--- config.mk ---
export PLATFORM = sky130hd
export DESIGN_NAME = packed_pixel_point_op_unit
export DESIGN_NICKNAME = d
export VERILOG_FILES = /design/src/ppu_pkg.sv /design/src/ppu_cfg_regs.sv /design/src/ppu_lane_op.sv /design/src/packed_pixel_point_op_unit.sv
export SDC_FILE = /design/constraint.sdc
export NUM_CORES = 1
export LEC_CHECK = 0
export BUFFER_PORTS_ARGS = -buffer_cell sky130_fd_sc_hd__buf_2
export CELL_PAD_IN_SITES_DETAIL_PLACEMENT = 1
export CELL_PAD_IN_SITES_GLOBAL_PLACEMENT = 1
export CORE_MARGIN = 2
export CORE_UTILIZATION = 35
export CTS_BUF_LIST = sky130_fd_sc_hd__clkbuf_16
export CTS_CLUSTER_DIAMETER = 40
export DETAILED_ROUTE_END_ITERATION = 12
export PLACE_DENSITY = 0.78
export SLEW_MARGIN = 30
export SYNTH_ARGS = -nofsm -noshare
export SYNTH_HDL_FRONTEND = slang
export SYNTH_SLANG_ARGS = --single-unit
--- constraint.sdc ---
create_clock -name clk_i -period 11.4 [get_ports clk_i]
set_clock_uncertainty 0.1 [all_clocks]
set_input_delay 1.14 -clock clk_i [delete_from_list [all_inputs] [get_ports clk_i]]
set_output_delay 1.14 -clock clk_i [all_outputs]
set_load 0.005 [all_outputs]
--- src/ppu_pkg.sv ---
// Shared types and constants for the packed pixel point operation unit.
package ppu_pkg;

  localparam int unsigned PIX_W      = 16;
  localparam int unsigned THR_W      = 15;
  localparam int unsigned MODE_W     = 4;
  localparam int unsigned APB_ADDR_W = 4;
  localparam int unsigned APB_DATA_W = 32;

  typedef enum logic [MODE_W-1:0] {
    OP_ABS     = 4'd0,
    OP_ZTHRESH = 4'd1,
    OP_HARD    = 4'd2,
    OP_SOFT    = 4'd3,
    OP_ISPOS   = 4'd4,
    OP_SIGN    = 4'd5,
    OP_NOT     = 4'd6,
    OP_MASK    = 4'd7,
    OP_AND     = 4'd8,
    OP_OR      = 4'd9,
    OP_XOR     = 4'd10,
    OP_FILL    = 4'd11
  } op_mode_e;

  typedef enum logic [1:0] {
    REG_OP_MODE    = 2'd0,
    REG_THRESHOLD  = 2'd1,
    REG_MASK_VALUE = 2'd2,
    REG_FILL_VALUE = 2'd3
  } reg_idx_e;

  localparam logic [PIX_W-1:0] MASK_RESET = 16'hFFFF;
  localparam logic [PIX_W-1:0] SIGN_MAG   = 16'h7FFF;

  typedef struct packed {
    logic [MODE_W-1:0] op_mode;
    logic [THR_W-1:0]  threshold;
    logic [PIX_W-1:0]  mask_value;
    logic [PIX_W-1:0]  fill_value;
  } ppu_cfg_t;

endpackage

--- src/ppu_cfg_regs.sv ---
// Configuration register file behind the APB-style port.
module ppu_cfg_regs
  import ppu_pkg::*;
(
  input  logic                  clk_i,
  input  logic                  rst_ni,
  input  logic                  psel,
  input  logic                  penable,
  input  logic                  pwrite,
  input  logic [APB_ADDR_W-1:0] paddr,
  input  logic [APB_DATA_W-1:0] pwdata,
  output logic [APB_DATA_W-1:0] prdata,
  output logic                  pready,
  output ppu_cfg_t              cfg_o
);

  ppu_cfg_t cfg_q, cfg_d;
  logic     wr_en;
  reg_idx_e idx;

  assign pready = 1'b1;
  assign wr_en  = psel & penable & pwrite & pready;
  assign idx    = reg_idx_e'(paddr[3:2]);

  always_comb begin
    cfg_d = cfg_q;
    if (wr_en) begin
      case (idx)
        REG_OP_MODE:    cfg_d.op_mode    = pwdata[MODE_W-1:0];
        REG_THRESHOLD:  cfg_d.threshold  = pwdata[THR_W-1:0];
        REG_MASK_VALUE: cfg_d.mask_value = pwdata[PIX_W-1:0];
        REG_FILL_VALUE: cfg_d.fill_value = pwdata[PIX_W-1:0];
        default:        cfg_d = cfg_q;
      endcase
    end
  end

  always_comb begin
    case (idx)
      REG_OP_MODE:    prdata = {{(APB_DATA_W-MODE_W){1'b0}}, cfg_q.op_mode};
      REG_THRESHOLD:  prdata = {{(APB_DATA_W-THR_W){1'b0}}, cfg_q.threshold};
      REG_MASK_VALUE: prdata = {{(APB_DATA_W-PIX_W){1'b0}}, cfg_q.mask_value};
      REG_FILL_VALUE: prdata = {{(APB_DATA_W-PIX_W){1'b0}}, cfg_q.fill_value};
      default:        prdata = '0;
    endcase
  end

  always_ff @(posedge clk_i or negedge rst_ni) begin
    if (!rst_ni) begin
      cfg_q.op_mode    <= OP_ABS;
      cfg_q.threshold  <= '0;
      cfg_q.mask_value <= MASK_RESET;
      cfg_q.fill_value <= '0;
    end else begin
      cfg_q <= cfg_d;
    end
  end

  assign cfg_o = cfg_q;

endmodule

--- src/ppu_lane_op.sv ---
// Point operation on one 16-bit pixel lane.
module ppu_lane_op
  import ppu_pkg::*;
(
  input  ppu_cfg_t         cfg_i,
  input  logic [PIX_W-1:0] pixel_i,
  input  logic [PIX_W-1:0] other_i,
  output logic [PIX_W-1:0] result_o
);

  logic [PIX_W-1:0] s;
  logic [THR_W-1:0] a;
  logic [THR_W-1:0] a_minus_t;
  logic             a_ge_t;

  assign s         = {PIX_W{pixel_i[PIX_W-1]}};
  assign a         = pixel_i[THR_W-1:0] ^ s[THR_W-1:0];
  assign a_ge_t    = (a >= cfg_i.threshold);
  assign a_minus_t = a - cfg_i.threshold;

  always_comb begin
    case (op_mode_e'(cfg_i.op_mode))
      OP_ABS:     result_o = pixel_i ^ s;
      OP_ZTHRESH: result_o = pixel_i & ~s;
      OP_HARD:    result_o = a_ge_t ? pixel_i : s;
      OP_SOFT:    result_o = a_ge_t ? ({1'b0, a_minus_t} ^ s) : s;
      OP_ISPOS:   result_o = ~s;
      OP_SIGN:    result_o = s ^ SIGN_MAG;
      OP_NOT:     result_o = ~pixel_i;
      OP_MASK:    result_o = pixel_i & cfg_i.mask_value;
      OP_AND:     result_o = pixel_i & other_i;
      OP_OR:      result_o = pixel_i | other_i;
      OP_XOR:     result_o = pixel_i ^ other_i;
      OP_FILL:    result_o = cfg_i.fill_value;
      default:    result_o = pixel_i;
    endcase
  end

endmodule

--- src/packed_pixel_point_op_unit.sv ---
// Top level: input register, per-lane point operations and result register.
// An accepted input word passes the input register, then the result register.
// Throughput: one word per cycle unless stalled; input and result registers
// each hold a word, so one more word is taken while a result waits to be taken.
// Reset clears both valid flags and loads the configuration reset values.
module packed_pixel_point_op_unit
  import ppu_pkg::*;
#(
  parameter int unsigned LANES = 2
) (
  input  logic                      clk_i,
  input  logic                      rst_ni,
  // APB-style configuration port
  input  logic                      psel,
  input  logic                      penable,
  input  logic                      pwrite,
  input  logic [APB_ADDR_W-1:0]     paddr,
  input  logic [APB_DATA_W-1:0]     pwdata,
  output logic [APB_DATA_W-1:0]     prdata,
  output logic                      pready,
  // Input stream: pixel lanes 0 upwards, then other lanes 0 upwards
  input  logic                      s_axis_tvalid,
  output logic                      s_axis_tready,
  input  logic [2*LANES*PIX_W-1:0]  s_axis_tdata,
  input  logic                      s_axis_tlast,   // end_of_plane
  // Output stream: result lanes 0 upwards
  output logic                      m_axis_tvalid,
  input  logic                      m_axis_tready,
  output logic [LANES*PIX_W-1:0]    m_axis_tdata,
  output logic                      m_axis_tlast    // end_of_plane_out
);

  ppu_cfg_t cfg;

  logic                     in_valid_q, in_valid_d;
  logic [2*LANES*PIX_W-1:0] in_data_q;
  logic                     in_last_q;
  logic                     out_valid_q, out_valid_d;
  logic [LANES*PIX_W-1:0]   out_data_q, out_data_d;
  logic                     out_last_q;
  logic                     out_ready;
  logic                     in_ready;

  ppu_cfg_regs u_cfg (
    .clk_i   (clk_i),
    .rst_ni  (rst_ni),
    .psel    (psel),
    .penable (penable),
    .pwrite  (pwrite),
    .paddr   (paddr),
    .pwdata  (pwdata),
    .prdata  (prdata),
    .pready  (pready),
    .cfg_o   (cfg)
  );

  for (genvar i = 0; i < LANES; i++) begin : g_lane
    ppu_lane_op u_lane (
      .cfg_i    (cfg),
      .pixel_i  (in_data_q[i*PIX_W +: PIX_W]),
      .other_i  (in_data_q[(LANES+i)*PIX_W +: PIX_W]),
      .result_o (out_data_d[i*PIX_W +: PIX_W])
    );
  end

  assign out_ready     = ~out_valid_q | m_axis_tready;
  assign in_ready      = ~in_valid_q | out_ready;
  assign s_axis_tready = in_ready;

  assign in_valid_d  = (s_axis_tvalid & in_ready) | (in_valid_q & ~out_ready);
  assign out_valid_d = (in_valid_q & out_ready) | (out_valid_q & ~m_axis_tready);

  always_ff @(posedge clk_i or negedge rst_ni) begin
    if (!rst_ni) begin
      in_valid_q  <= 1'b0;
      out_valid_q <= 1'b0;
    end else begin
      in_valid_q  <= in_valid_d;
      out_valid_q <= out_valid_d;
    end
  end

  always_ff @(posedge clk_i) begin
    if (s_axis_tvalid && in_ready) begin
      in_data_q <= s_axis_tdata;
      in_last_q <= s_axis_tlast;
    end
    if (in_valid_q && out_ready) begin
      out_data_q <= out_data_d;
      out_last_q <= in_last_q;
    end
  end

  assign m_axis_tvalid = out_valid_q;
  assign m_axis_tdata  = out_data_q;
  assign m_axis_tlast  = out_last_q;

endmodule
# After elaboration in Yosys (flattened, before gate mapping)
# Index checks and enable logic that the tools add are counted.
dict set report word_totals {
  regBits 151
  inputBits 108
  elab_cells 79
}
dict set report classes {
  n_addsub 2
  magnitude_cmp 2
  n_eq_ne 14
  muxes 7
  n_bitwise 36
  reduce_logical 8
}
# op n
set op_table {}
lappend op_table {{case mux 16 bit (12 select lines)} 2}
lappend op_table {{case mux 32 bit (4 select lines)} 1}
lappend op_table {{bitwise AND 16 bit} 6}
lappend op_table {{NOT 16 bit} 4}
lappend op_table {{bitwise XOR 16 bit} 4}
lappend op_table {{two-way mux 16 bit} 2}
lappend op_table {{bitwise OR 16 bit} 2}
lappend op_table {{bitwise XOR 15 x 16 -> 16 bit} 2}
lappend op_table {{>= comparator 15 bit} 2}
lappend op_table {{two-way mux 15 bit} 2}
lappend op_table {{NOT 15 bit} 2}
lappend op_table {{subtractor 15 bit} 2}
lappend op_table {{bitwise XOR 15 bit} 2}
lappend op_table {{equality test 4 x 3 -> 1 bit, second input constant} 4}
lappend op_table {{equality test 4 bit, second input constant} 4}
lappend op_table {{equality test 4 x 2 -> 1 bit, second input constant} 2}
lappend op_table {{AND reduction 2 bit} 4}
lappend op_table {{bitwise AND 1 bit} 6}
lappend op_table {{equality test 2 bit, second input constant} 2}
lappend op_table {{equality test 4 x 1 -> 1 bit, second input constant} 1}
lappend op_table {{logical NOT 4 bit} 1}
lappend op_table {{NOT 1 bit} 4}
lappend op_table {{bitwise OR 1 bit} 4}
lappend op_table {{equality test 2 x 1 -> 1 bit, second input constant} 1}
lappend op_table {{other kinds (2)} 3}

# Longest topological paths before layout
# Gate-level depths: netlist of run 1.
dict set report logic_depth {
  depth_word 5
  mapped_depth 16
  depth_no_buf 13
}

# Hierarchy
# From an unflattened synthesis of run 1, not the netlist that was laid out.
dict set report unflattened {
  cells_unflattened 1218
  hier_area_um2 12395.6
}
# mod n_inst cells_each area_per_inst_um2
set modules_own_cells {}
lappend modules_own_cells {ppu_lane_op 2 474 3410.8}
lappend modules_own_cells {packed_pixel_point_op_unit 1 106 3046.7}
lappend modules_own_cells {ppu_cfg_regs 1 164 2527.4}

# Least setup slack after synthesis of run 1
# OpenSTA, ideal clock, no wires.
dict set report synth_path {
  path_type {register to register}
  startpoint {register in_data_q[31]}
  endpoint {register out_data_q[28] (netlist: m_axis_tdata[28]), data pin}
  setup_ns 0.256
  arrival_time_ns 4.016
  path_slack_ns 7.028
  path_stages_with_launch 16
  period_less_slack_ns 4.372
  path_cell_list {edfxtp_1 clkbuf_1 buf_2 buf_1 buf_1 xor2_1 ha_1 nand4_2 or4_1 a21oi_1 and3b_4 nor3b_2 xnor2_1 o211a_1 nand2_1 a22o_1}
}
dict set report synth_between {
  elab_chain_cells 5
  elab_cells_between_ends 11
  cone_classes {1 x add/sub; 1 x order compare; 3 x mux; 6 x bitwise}
}
# element line_no
set synth_lines {}
lappend synth_lines {{start: declaration} packed_pixel_point_op_unit.sv:36} ;# logic [2*LANES*PIX_W-1:0] in_data_q;
lappend synth_lines {{start signal: assignment} packed_pixel_point_op_unit.sv:85} ;# in_data_q <= s_axis_tdata;
lappend synth_lines {{bitwise XOR 15 bit} ppu_lane_op.sv:17} ;# assign a = pixel_i[THR_W-1:0] ^ s[THR_W-1:0];
lappend synth_lines {{subtractor 15 bit} ppu_lane_op.sv:19} ;# assign a_minus_t = a - cfg_i.threshold;
lappend synth_lines {{bitwise XOR 15 x 16 -> 16 bit} ppu_lane_op.sv:26} ;# OP_SOFT: result_o = a_ge_t ? ({1'b0, a_minus_t} ^ s) : s;
lappend synth_lines {{two-way mux 16 bit} ppu_lane_op.sv:26}
lappend synth_lines {{case mux 16 bit (12 select lines) *} ppu_lane_op.sv:22} ;# case (op_mode_e'(cfg_i.op_mode))
lappend synth_lines {{net g_lane[1].u_lane.result_o[12]} ppu_lane_op.sv:8} ;# output logic [PIX_W-1:0] result_o
lappend synth_lines {{end signal: assignment} packed_pixel_point_op_unit.sv:89} ;# out_data_q <= out_data_d;
lappend synth_lines {{end: declaration} packed_pixel_point_op_unit.sv:39} ;# logic [LANES*PIX_W-1:0] out_data_q, out_data_d;
# The timed path passes the listed nets; every way through them passes the cells marked *.
# A chain may end at the register's enable or synchronous reset.

# Worst setup path in the final report of run 1
dict set report layout_path {
  startpoint {register in_data_q[31]}
  endpoint {register out_data_q[19] (netlist: m_axis_tdata[19]), data pin}
}
# Same word-level chain as after synthesis.

==> results of run 1 <==
[cell type report]
cell class / instances / area share, %
clock buffer: 19 / 3.85
timing repair buffer: 159 / 6.99
multi-input combinational: 842 / 47.1
sequential: 151 / 34.7
clock inverter: 13 / 0.628
tap: 396 / 4.01
inverter: 89 / 2.70
[worst max-delay path by stage]
stage	from	endpoint	cells past startpoint
final	in_data_q[31]	m_axis_tdata[19]	11
after global routing	in_data_q[31]	m_axis_tdata[19]	11
after CTS	in_data_q[31]	m_axis_tdata[19]	11
after detailed placement	in_data_q[31]	m_axis_tdata[19]	11
after global placement	in_data_q[31]	m_axis_tdata[19]	11
after floorplan	in_data_q[31]	m_axis_tdata[28]	15
[power by group]
part	internal, W	leakage (nW)	switching [W]
Clock	0.000301	0.282	0.000238
Combinational	0.000408	3.33	0.000677
Sequential	0.000705	1.56	0.0000913
Total	0.00141	5.17	0.00101
[layout by cell type, fill, tap and decap left out, types with 10 or more instances in the layout]
master,instances
sky130_fd_sc_hd__o22ai_1,15
sky130_fd_sc_hd__a221oi_1,15
sky130_fd_sc_hd__clkbuf_16,19
sky130_fd_sc_hd__dfstp_2,16
sky130_fd_sc_hd__nand3_1,19
sky130_fd_sc_hd__xnor2_1,36
sky130_fd_sc_hd__o2111ai_1,11
sky130_fd_sc_hd__nand2_1,90
sky130_fd_sc_hd__xor2_1,34
sky130_fd_sc_hd__inv_1,91
sky130_fd_sc_hd__mux2_2,49
sky130_fd_sc_hd__a211oi_1,10
sky130_fd_sc_hd__nand4_1,10
sky130_fd_sc_hd__conb_1,17
sky130_fd_sc_hd__a22o_1,12
sky130_fd_sc_hd__a21oi_1,120
sky130_fd_sc_hd__ha_1,62
sky130_fd_sc_hd__a22oi_1,11
sky130_fd_sc_hd__buf_4,18
sky130_fd_sc_hd__buf_2,140
sky130_fd_sc_hd__edfxtp_1,98
sky130_fd_sc_hd__o211ai_1,17
sky130_fd_sc_hd__a31oi_1,25
sky130_fd_sc_hd__dfrtp_1,37
sky130_fd_sc_hd__o21ai_0,72
sky130_fd_sc_hd__nor2_1,76
sky130_fd_sc_hd__nor3_1,13
[through the flow]
stage          util (%)  power, W
2_1_floorplan         -   0.00149
3_3_place_gp       38.7   0.00182
3_5_place_dp       38.7   0.00186
4_1_cts            40.5   0.00240
5_1_grt            40.6   0.00255
6_report           40.6   0.00242
[per-layer routing]
metal	vias up	GRT usage, %	share of wire [%]
met1	4954	32.8	42
met2	483	37.9	45
met3	121	5.06	7.6
li1	4433	-	-
met5	-	0	0
met4	0	15.3	6.3
[cells by family (layout without fill, tap and decap cells)]
group / after synthesis / in the layout / share of synthesized area (%)
AO/OA/AOI/OAI: 372 / 372 / 22.2
AND/OR/NAND/NOR: 262 / 262 / 11.3
buffers and inverters: 178 / 280 / 7.01
flip-flops: 151 / 151 / 39.8
XOR/XNOR: 70 / 70 / 5.69
adder cells (fa/ha/maj): 64 / 64 / 7.57
multiplexers: 57 / 57 / 6.33
other: 2 / 17 / 0.0697
[registers in the layout (all words and copies together) (netlist names)]
register / flops
in_last_q: 1
in_valid_q: 1
u_cfg.cfg_o: 51
m_axis_tlast: 1
in_data_q: 64
m_axis_tdata: 32
m_axis_tvalid: 1
==> out/summary.log, run 1 <==
[clock_network] clock latency reported for the late side of the worst-skew pair 450 ps
[place] post-place instance area 11800 µm²
[worst_hold_path] Min-Delay Path Class reg2reg
[critical_path] WP data arrival 4680 ps
[critical_path] minimum setup slack among reg-to-reg paths 6800 ps
[yosys] number of distinct library cell variants in the gate-level netlist after synthesis 79
[clock_network] clock-pin transition on the worst setup and hold timing paths 60 ps
[grt] wire length of the first global-routing pass 62.0 mm
[pwr] P per Cell Area 196 nW/µm²
[timing] final-report max-slew violation count 0
[timing] setup repair after global routing missed its margin no
[critical_path] delay of the slowest cell on the worst path 630 ps
[yosys] cell taking the most area after synthesis sky130_fd_sc_hd__edfxtp_1
[timing] post-layout worst setup margin 6800 ps
[timing] min cycle time layout 4600 ps
[place] count of port buffers added during placement 140
[timing] FMAX 217 MHz
[pwr] IR drop worst, VDD 107 µV
[clock_network] sink count of the clock tree 151
[clock_network] clock buffer count from CTS 17
[critical_path] r2r startpoint in_data_q[31]
[outcome] outcome finished, final reports clean
[yosys] mean post-synth cell area 9.32 µm²
[timing] final-layout worst hold slack 336 ps
[layout] nets@finish 1432
[layout] share of layout cells above drive strength 1 21.8%
[clock_network] cts repair resizes 0
[floorplan] starting density of the core 35.4%
[clock_network] CTS root buf sky130_fd_sc_hd__clkbuf_16
[critical_path] library cell contributing the largest single delay on the critical path sky130_fd_sc_hd__nor4_1
[place] detailed placer's ending HPWL 30.5 mm
[layout] number of standard cells in the layout, taps in and fillers out 1669
[drt] number of routed nets with antenna violations 0
[timing] worst relative slew slack 37.4%
[yosys] number of flip-flops and latches in the synthesized netlist 151
[yosys] netlist area before placement 10800 µm²
[yosys] Yosys Warn Count 0
[run] number of max-capacitance violations reported 0
[yosys] async set-or-reset flop fraction in the synthesized netlist 35.1%
[grt] vias in the first global route 10200
[critical_path] WS Path Type reg2reg
[drt] per-cell routed wire length 24.3 µm
[worst_hold_path] cell count of the worst hold path 0
[critical_path] endpoint type of the worst setup path flip-flop
[layout] design area 12400 µm²
[floorplan] die boundary height 179 µm
[timing] count of endpoints failing hold in the final timing report 0
[floorplan] std cell rows 64
[layout] Sequential cell area 4290 µm²
[clock_network] maximum count of clock buffers along a single path 2
[critical_path] delay-heaviest family, CP simple AND/OR/NAND/NOR gates
[drt] total number of vias 9991
[floorplan] Core ar. 30400 µm²
[grt] antenna violations before repair 0
[timing] Final Cycle Share 40.4%
[layout] area added between synthesis and finish 14.6%
[yosys] main flop type after synthesis sky130_fd_sc_hd__edfxtp_1
[yosys] library cell with the highest instance count after synthesis sky130_fd_sc_hd__a21oi_1
[critical_path] logic depth of the worst register-to-register path 11
[yosys] most numerous cell types in the synthesized netlist sky130_fd_sc_hd__a21oi_1, sky130_fd_sc_hd__edfxtp_1, sky130_fd_sc_hd__nand2_1, sky130_fd_sc_hd__inv_1, sky130_fd_sc_hd__nor2_1
[timing] slew at the pin closest to its max-slew limit 938 ps
[grt] Overflow after GRT 0
[place] Inst Count DP 1636
[drt] Final Routed Wirelength 40.6 mm
[clock_network] TritonCTS clock tree built
[floorplan] I/O pins 176
[critical_path] kind of launch point of the worst setup path flip-flop
[critical_path] capture instance of the worst register-to-register path m_axis_tdata[19]
[worst_hold_path] critical hold path startpoint in_last_q
[drt] vias per cell 5.99
[timing] final sum of negative setup slack 0 ps
[critical_path] crit path buf inv count 1
[critical_path] cell type with the highest occurrence count on the critical path sky130_fd_sc_hd__a21oi_1
[grt] largest net degree at the start of global routing 66
[place] routability congestion estimate 0.925
[drt] Remaining DRCs 0
[worst_hold_path] worst hold path endpoint m_axis_tlast
[drt] Detailed Route Iter0 Violations 781
[timing] count of endpoints failing setup in the final report 0
[floorplan] Die Wd 179 µm
[yosys] count of mapped cells out of synthesis 1156
[drt] DR pass1 iterations 5
[yosys] top cell type's share of synthesized area 27.3%
[place] worst setup timing slack at the placement stage 6980 ps
[layout] count of filler cells inserted in the layout 3541
[clock_network] total of hold buffers inserted after clock tree synthesis 0
[grt] total global-route track usage 25.0%
[layout] area used by multi-input combinational logic 5820 µm²
[critical_path] biggest fanout along the worst timing path 37
[clock_network] CTS H-tree depth 4
[critical_path] critical path data required time 11470 ps
[yosys] sequential element share of the synthesized area 39.8%
[floorplan] Die Footprint 32200 µm²
[yosys] number of enable-type register cells in the synthesized netlist 98
[yosys] cell types with the largest area share after synthesis sky130_fd_sc_hd__edfxtp_1, sky130_fd_sc_hd__dfrtp_1, sky130_fd_sc_hd__ha_1, sky130_fd_sc_hd__a21oi_1, sky130_fd_sc_hd__mux2_2
[clock_network] Post-CTS Setup Bufs 0
[critical_path] Cell Chain, Critical Path buf_4 > xor2_1 > ha_1 > nand4_2 > or4_1 > a21oi_1 > or2_2 > a21oi_1 > nor4_1 > a21oi_1 > a2bb2oi_1
[pwr] leakage power 5.17 nW
[layout] antenna cells 0
(Power assumes the default switching activity.)
==> run 2: changes to the inputs <==
ABC_AREA = 1   (was unset)
PLACE_DENSITY = 0.84   (was 0.78)
clock period = 4.1 ns   (was 11.4 ns; I/O delays follow)
==> run 2 against run 1 <==
Sequential share of layout area is 1.9 points lower. Total power grew to 2.6 times the previous value. Cell count is 30% higher. Synthesized cell count is 38% higher. Register-to-register slack worse by 6300 ps.
==> out/summary.log, run 2 <==
[outcome] outcome finished, final reports clean [unchanged]
[pwr] net switching power of the design 0.00270 W [was 0.00101 W]
[clock_network] clock buffer count from CTS 17 [unchanged]
[pwr] overall power after layout 0.00638 W [was 0.00242 W]
[floorplan] Die Wd 184 µm [was 179 µm]
[critical_path] critical path data required time 4180 ps [was 11470 ps]
[critical_path] WS Path Type reg2reg [unchanged]
[floorplan] starting density of the core 35.3% [was 35.4%]
[floorplan] std cell rows 66 [was 64]
[timing] worst relative slew slack 32.9% [was 37.4%]
[critical_path] biggest fanout along the worst timing path 35 [was 37]
[yosys] mean post-synth cell area 7.15 µm² [was 9.32 µm²]
[grt] antenna violations before repair 0 [unchanged]
[critical_path] WP data arrival 3700 ps [was 4680 ps]
[yosys] main flop type after synthesis sky130_fd_sc_hd__edfxtp_1 [unchanged]
[clock_network] clock latency reported for the late side of the worst-skew pair 460 ps [was 450 ps]
[floorplan] Core ar. 32300 µm² [was 30400 µm²]
[layout] area added between synthesis and finish 14.5% [was 14.6%]
[clock_network] Post-CTS Setup Bufs 0 [unchanged]
[run] number of max-capacitance violations reported 0 [unchanged]
[layout] antenna cells 0 [unchanged]
[drt] Final Routed Wirelength 44.2 mm [was 40.6 mm]
[drt] Remaining DRCs 0 [unchanged]
[worst_hold_path] Min-Delay Path Class in2reg [was reg2reg]
[pwr] register share of total power 33.5% [was 32.9%]
[yosys] number of flip-flops and latches in the synthesized netlist 151 [unchanged]
[timing] count of endpoints failing hold in the final timing report 0 [unchanged]
[clock_network] maximum count of clock buffers along a single path 2 [unchanged]
[grt] total global-route track usage 26.5% [was 25.0%]
[pwr] proportion of total power due to net switching 42.4% [was 41.6%]
[yosys] library cell with the highest instance count after synthesis sky130_fd_sc_hd__nand2_1 [was sky130_fd_sc_hd__a21oi_1]
[timing] final-report max-slew violation count 0 [unchanged]
[timing] setup repair after global routing missed its margin no [unchanged]
[yosys] number of enable-type register cells in the synthesized netlist 98 [unchanged]
[clock_network] cts repair resizes 0 [unchanged]
[worst_hold_path] cell count of the worst hold path 1 [was 0]
[drt] DR pass1 iterations 5 [unchanged]
[floorplan] Die Footprint 34000 µm² [was 32200 µm²]
[grt] largest net degree at the start of global routing 54 [was 66]
[layout] share of layout cells above drive strength 1 13.6% [was 21.8%]
[timing] min cycle time layout 3620 ps [was 4600 ps]
[timing] FMAX 276 MHz [was 217 MHz]
[pwr] IR drop worst, VDD 321 µV [was 107 µV]
[grt] met1 track demand over resource 33.1% [was 32.8%]
[yosys] async set-or-reset flop fraction in the synthesized netlist 35.1% [unchanged]
[layout] Util after Layout 40.4% [was 40.6%]
[yosys] top cell type's share of synthesized area 25.8% [was 27.3%]
[clock_network] sink count of the clock tree 151 [unchanged]
[timing] final sum of negative setup slack 0 ps [unchanged]
[place] routability congestion estimate 0.927 [was 0.925]
[drt] total number of vias 11600 [was 9991]
[yosys] netlist area before placement 11400 µm² [was 10800 µm²]
[timing] slew at the pin closest to its max-slew limit 1000 ps [was 938 ps]
[grt] wire length of the first global-routing pass 67.6 mm [was 62.0 mm]
[layout] commonest non-fill, non-tap cells in the layout sky130_fd_sc_hd__nand2_1, sky130_fd_sc_hd__inv_1, sky130_fd_sc_hd__nor2_1 [was sky130_fd_sc_hd__buf_2, sky130_fd_sc_hd__a21oi_1, sky130_fd_sc_hd__edfxtp_1]
[yosys] cell types with the largest area share after synthesis sky130_fd_sc_hd__edfxtp_1, sky130_fd_sc_hd__nand2_1, sky130_fd_sc_hd__dfrtp_1, sky130_fd_sc_hd__inv_1, sky130_fd_sc_hd__ha_1 [was sky130_fd_sc_hd__edfxtp_1, sky130_fd_sc_hd__dfrtp_1, sky130_fd_sc_hd__ha_1, sky130_fd_sc_hd__a21oi_1, sky130_fd_sc_hd__mux2_2]
[critical_path] kind of launch point of the worst setup path flip-flop [unchanged]
[critical_path] endpoint type of the worst setup path flip-flop [unchanged]
[place] count of port buffers added during placement 140 [unchanged]
[place] detailed placer's ending HPWL 33.4 mm [was 30.5 mm]
[yosys] most numerous cell types in the synthesized netlist sky130_fd_sc_hd__nand2_1, sky130_fd_sc_hd__inv_1, sky130_fd_sc_hd__nor2_1, sky130_fd_sc_hd__nand3_1, sky130_fd_sc_hd__edfxtp_1 [was sky130_fd_sc_hd__a21oi_1, sky130_fd_sc_hd__edfxtp_1, sky130_fd_sc_hd__nand2_1, sky130_fd_sc_hd__inv_1, sky130_fd_sc_hd__nor2_1]
[pwr] combinational cell fraction of total power 42.0% [was 44.8%]
[floorplan] die boundary height 184 µm [was 179 µm]
[drt] Detailed Route Iter0 Violations 878 [was 781]
[critical_path] logic depth of the worst register-to-register path 15 [was 11]
[clock_network] CTS root buf sky130_fd_sc_hd__clkbuf_16 [unchanged]
[grt] met3 track utilization from global routing 5.24% [was 5.06%]
[clock_network] TritonCTS clock tree built [unchanged]
[floorplan] I/O pins 176 [unchanged]
[drt] vias per cell 5.34 [was 5.99]
[yosys] number of distinct library cell variants in the gate-level netlist after synthesis 45 [was 79]
[drt] number of routed nets with antenna violations 0 [unchanged]
[clock_network] CTS H-tree depth 4 [unchanged]
[layout] most frequent standard cell in the layout excluding fill and tap cells sky130_fd_sc_hd__nand2_1 [was sky130_fd_sc_hd__buf_2]
[pwr] internal portion of total power 0.00367 W [was 0.00141 W]
[yosys] Yosys Warn Count 0 [unchanged]
[timing] count of endpoints failing setup in the final report 0 [unchanged]
[layout] number of flip-flops under the largest register name 64 [unchanged]
[place] worst setup timing slack at the placement stage 602 ps [was 6980 ps]
[yosys] sequential element share of the synthesized area 37.6% [was 39.8%]
[drt] per-cell routed wire length 20.4 µm [was 24.3 µm]
[timing] Final Cycle Share 88.2% [was 40.4%]
[layout] register ranked first by flip-flop count in_data_q [unchanged]
[yosys] cell taking the most area after synthesis sky130_fd_sc_hd__edfxtp_1 [unchanged]
[grt] layer with the highest usage met2 [unchanged]
[grt] Overflow after GRT 0 [unchanged]
[clock_network] clock-pin transition on the worst setup and hold timing paths 70 ps [was 60 ps]
[yosys] count of mapped cells out of synthesis 1594 [was 1156]
[timing] final-layout worst hold slack 18.9 ps [was 336 ps]
[layout] nets@finish 1884 [was 1432]
[timing] post-layout worst setup margin 483 ps [was 6800 ps]
[pwr] clock power share 24.5% [was 22.3%]
[grt] grt met2 use 42.9% [was 37.9%]
[pwr] P per Cell Area 489 nW/µm² [was 196 nW/µm²]
[grt] vias in the first global route 12000 [was 10200]
[pwr] leakage power 6.37 nW [was 5.17 nW]
[run 2: cell count changes in the layout (fill, tap and decap cells not counted), sizes merged, moves of 22 or more]
cell | before | now
nand2 | 90 | 487
inv | 96 | 220
nand3 | 20 | 114
nor2 | 78 | 157
a21oi | 121 | 69
mux2 | 49 | 0
xnor2 | 36 | 8
a31oi | 26 | 0
nand4 | 11 | 35
o21ai | 75 | 97
[run 2: power by group through the flow]
stage	clock network [W]	registers, W	logic [W]
final	0.00156	0.00214	0.00268
after global routing	0.00163	0.00216	0.00298
after CTS	0.00159	0.00213	0.00264
after detailed placement	0	0.00216	0.00261
after global placement	0	0.00215	0.00249
after floorplan	0	0.00208	0.00176
[run 2: cell type report]
type	count	area, µm²
clock buffer	17	425
inverter	220	826
tap	442	553
multi-input combinational	1163	5960
sequential	151	4290
fill	4142	19200
clock inverter	15	138
timing repair buffer	159	858
[run 2: logic make-up (layout without fill, tap and decap cells)]
family                     after synthesis  count (layout)  share of synthesized area [%]
adders and majority gates               64              64                           7.16
and+or+nand+nor                        830             830                           30.7
DFF                                    151             151                           37.6
other                                    2              17                         0.0659
buffers and inverters                  295             411                           10.8
AOI/OAI and AO/OA                      212             212                           10.5
xor gates and xnor gates                40              40                           3.07
[run 2: routing by layer]
layer | vias to the layer above | wire, µm
met5 | - | 0
met4 | 0 | 2340
met3 | 115 | 3220
met2 | 458 | 20200
met1 | 5591 | 18400
li1 | 5399 | -
[run 2: final timing paths]
check / startpoint / endpoint / slack (ps)
max in group asynchronous: rst_ni / u_cfg.cfg_o[7] / 2940
worst max-delay path: in_data_q[31] / m_axis_tdata[17] / 480
worst min register to register: in_last_q / m_axis_tlast / 340
min in group asynchronous: rst_ni / m_axis_tvalid / 510
worst max register to register: in_data_q[31] / m_axis_tdata[17] / 480
worst min-delay path: s_axis_tlast / in_last_q / 20
[run 2: what timing repair did]
action,CTS,global route
hold buffers,1,0
endpoints found under the hold margin,18,0
setup endpoints to repair,0,0
[run 2: metrics by stage]
step	instance area, µm²	std cells
2_1_floorplan	11500	1609
3_3_place_gp	12500	2134
3_5_place_dp	12500	2134
4_1_cts	13000	2167
5_1_grt	13100	2167
6_report	13100	2167
[run 2: critical path: stages, from the launching register on]
cell,delay [ps]
sky130_fd_sc_hd__edfxtp_1,430
sky130_fd_sc_hd__buf_12,210
sky130_fd_sc_hd__xor2_1,310
sky130_fd_sc_hd__ha_1,360
sky130_fd_sc_hd__nand2_1,160
sky130_fd_sc_hd__a21oi_1,60
sky130_fd_sc_hd__nor2_1,80
sky130_fd_sc_hd__nand2_1,70
sky130_fd_sc_hd__nor2_1,210
sky130_fd_sc_hd__nand3_1,270
sky130_fd_sc_hd__nand2_1,260
sky130_fd_sc_hd__inv_1,270
sky130_fd_sc_hd__nand2_1,130
sky130_fd_sc_hd__nand3_1,80
sky130_fd_sc_hd__o21ai_0,210
sky130_fd_sc_hd__inv_1,110
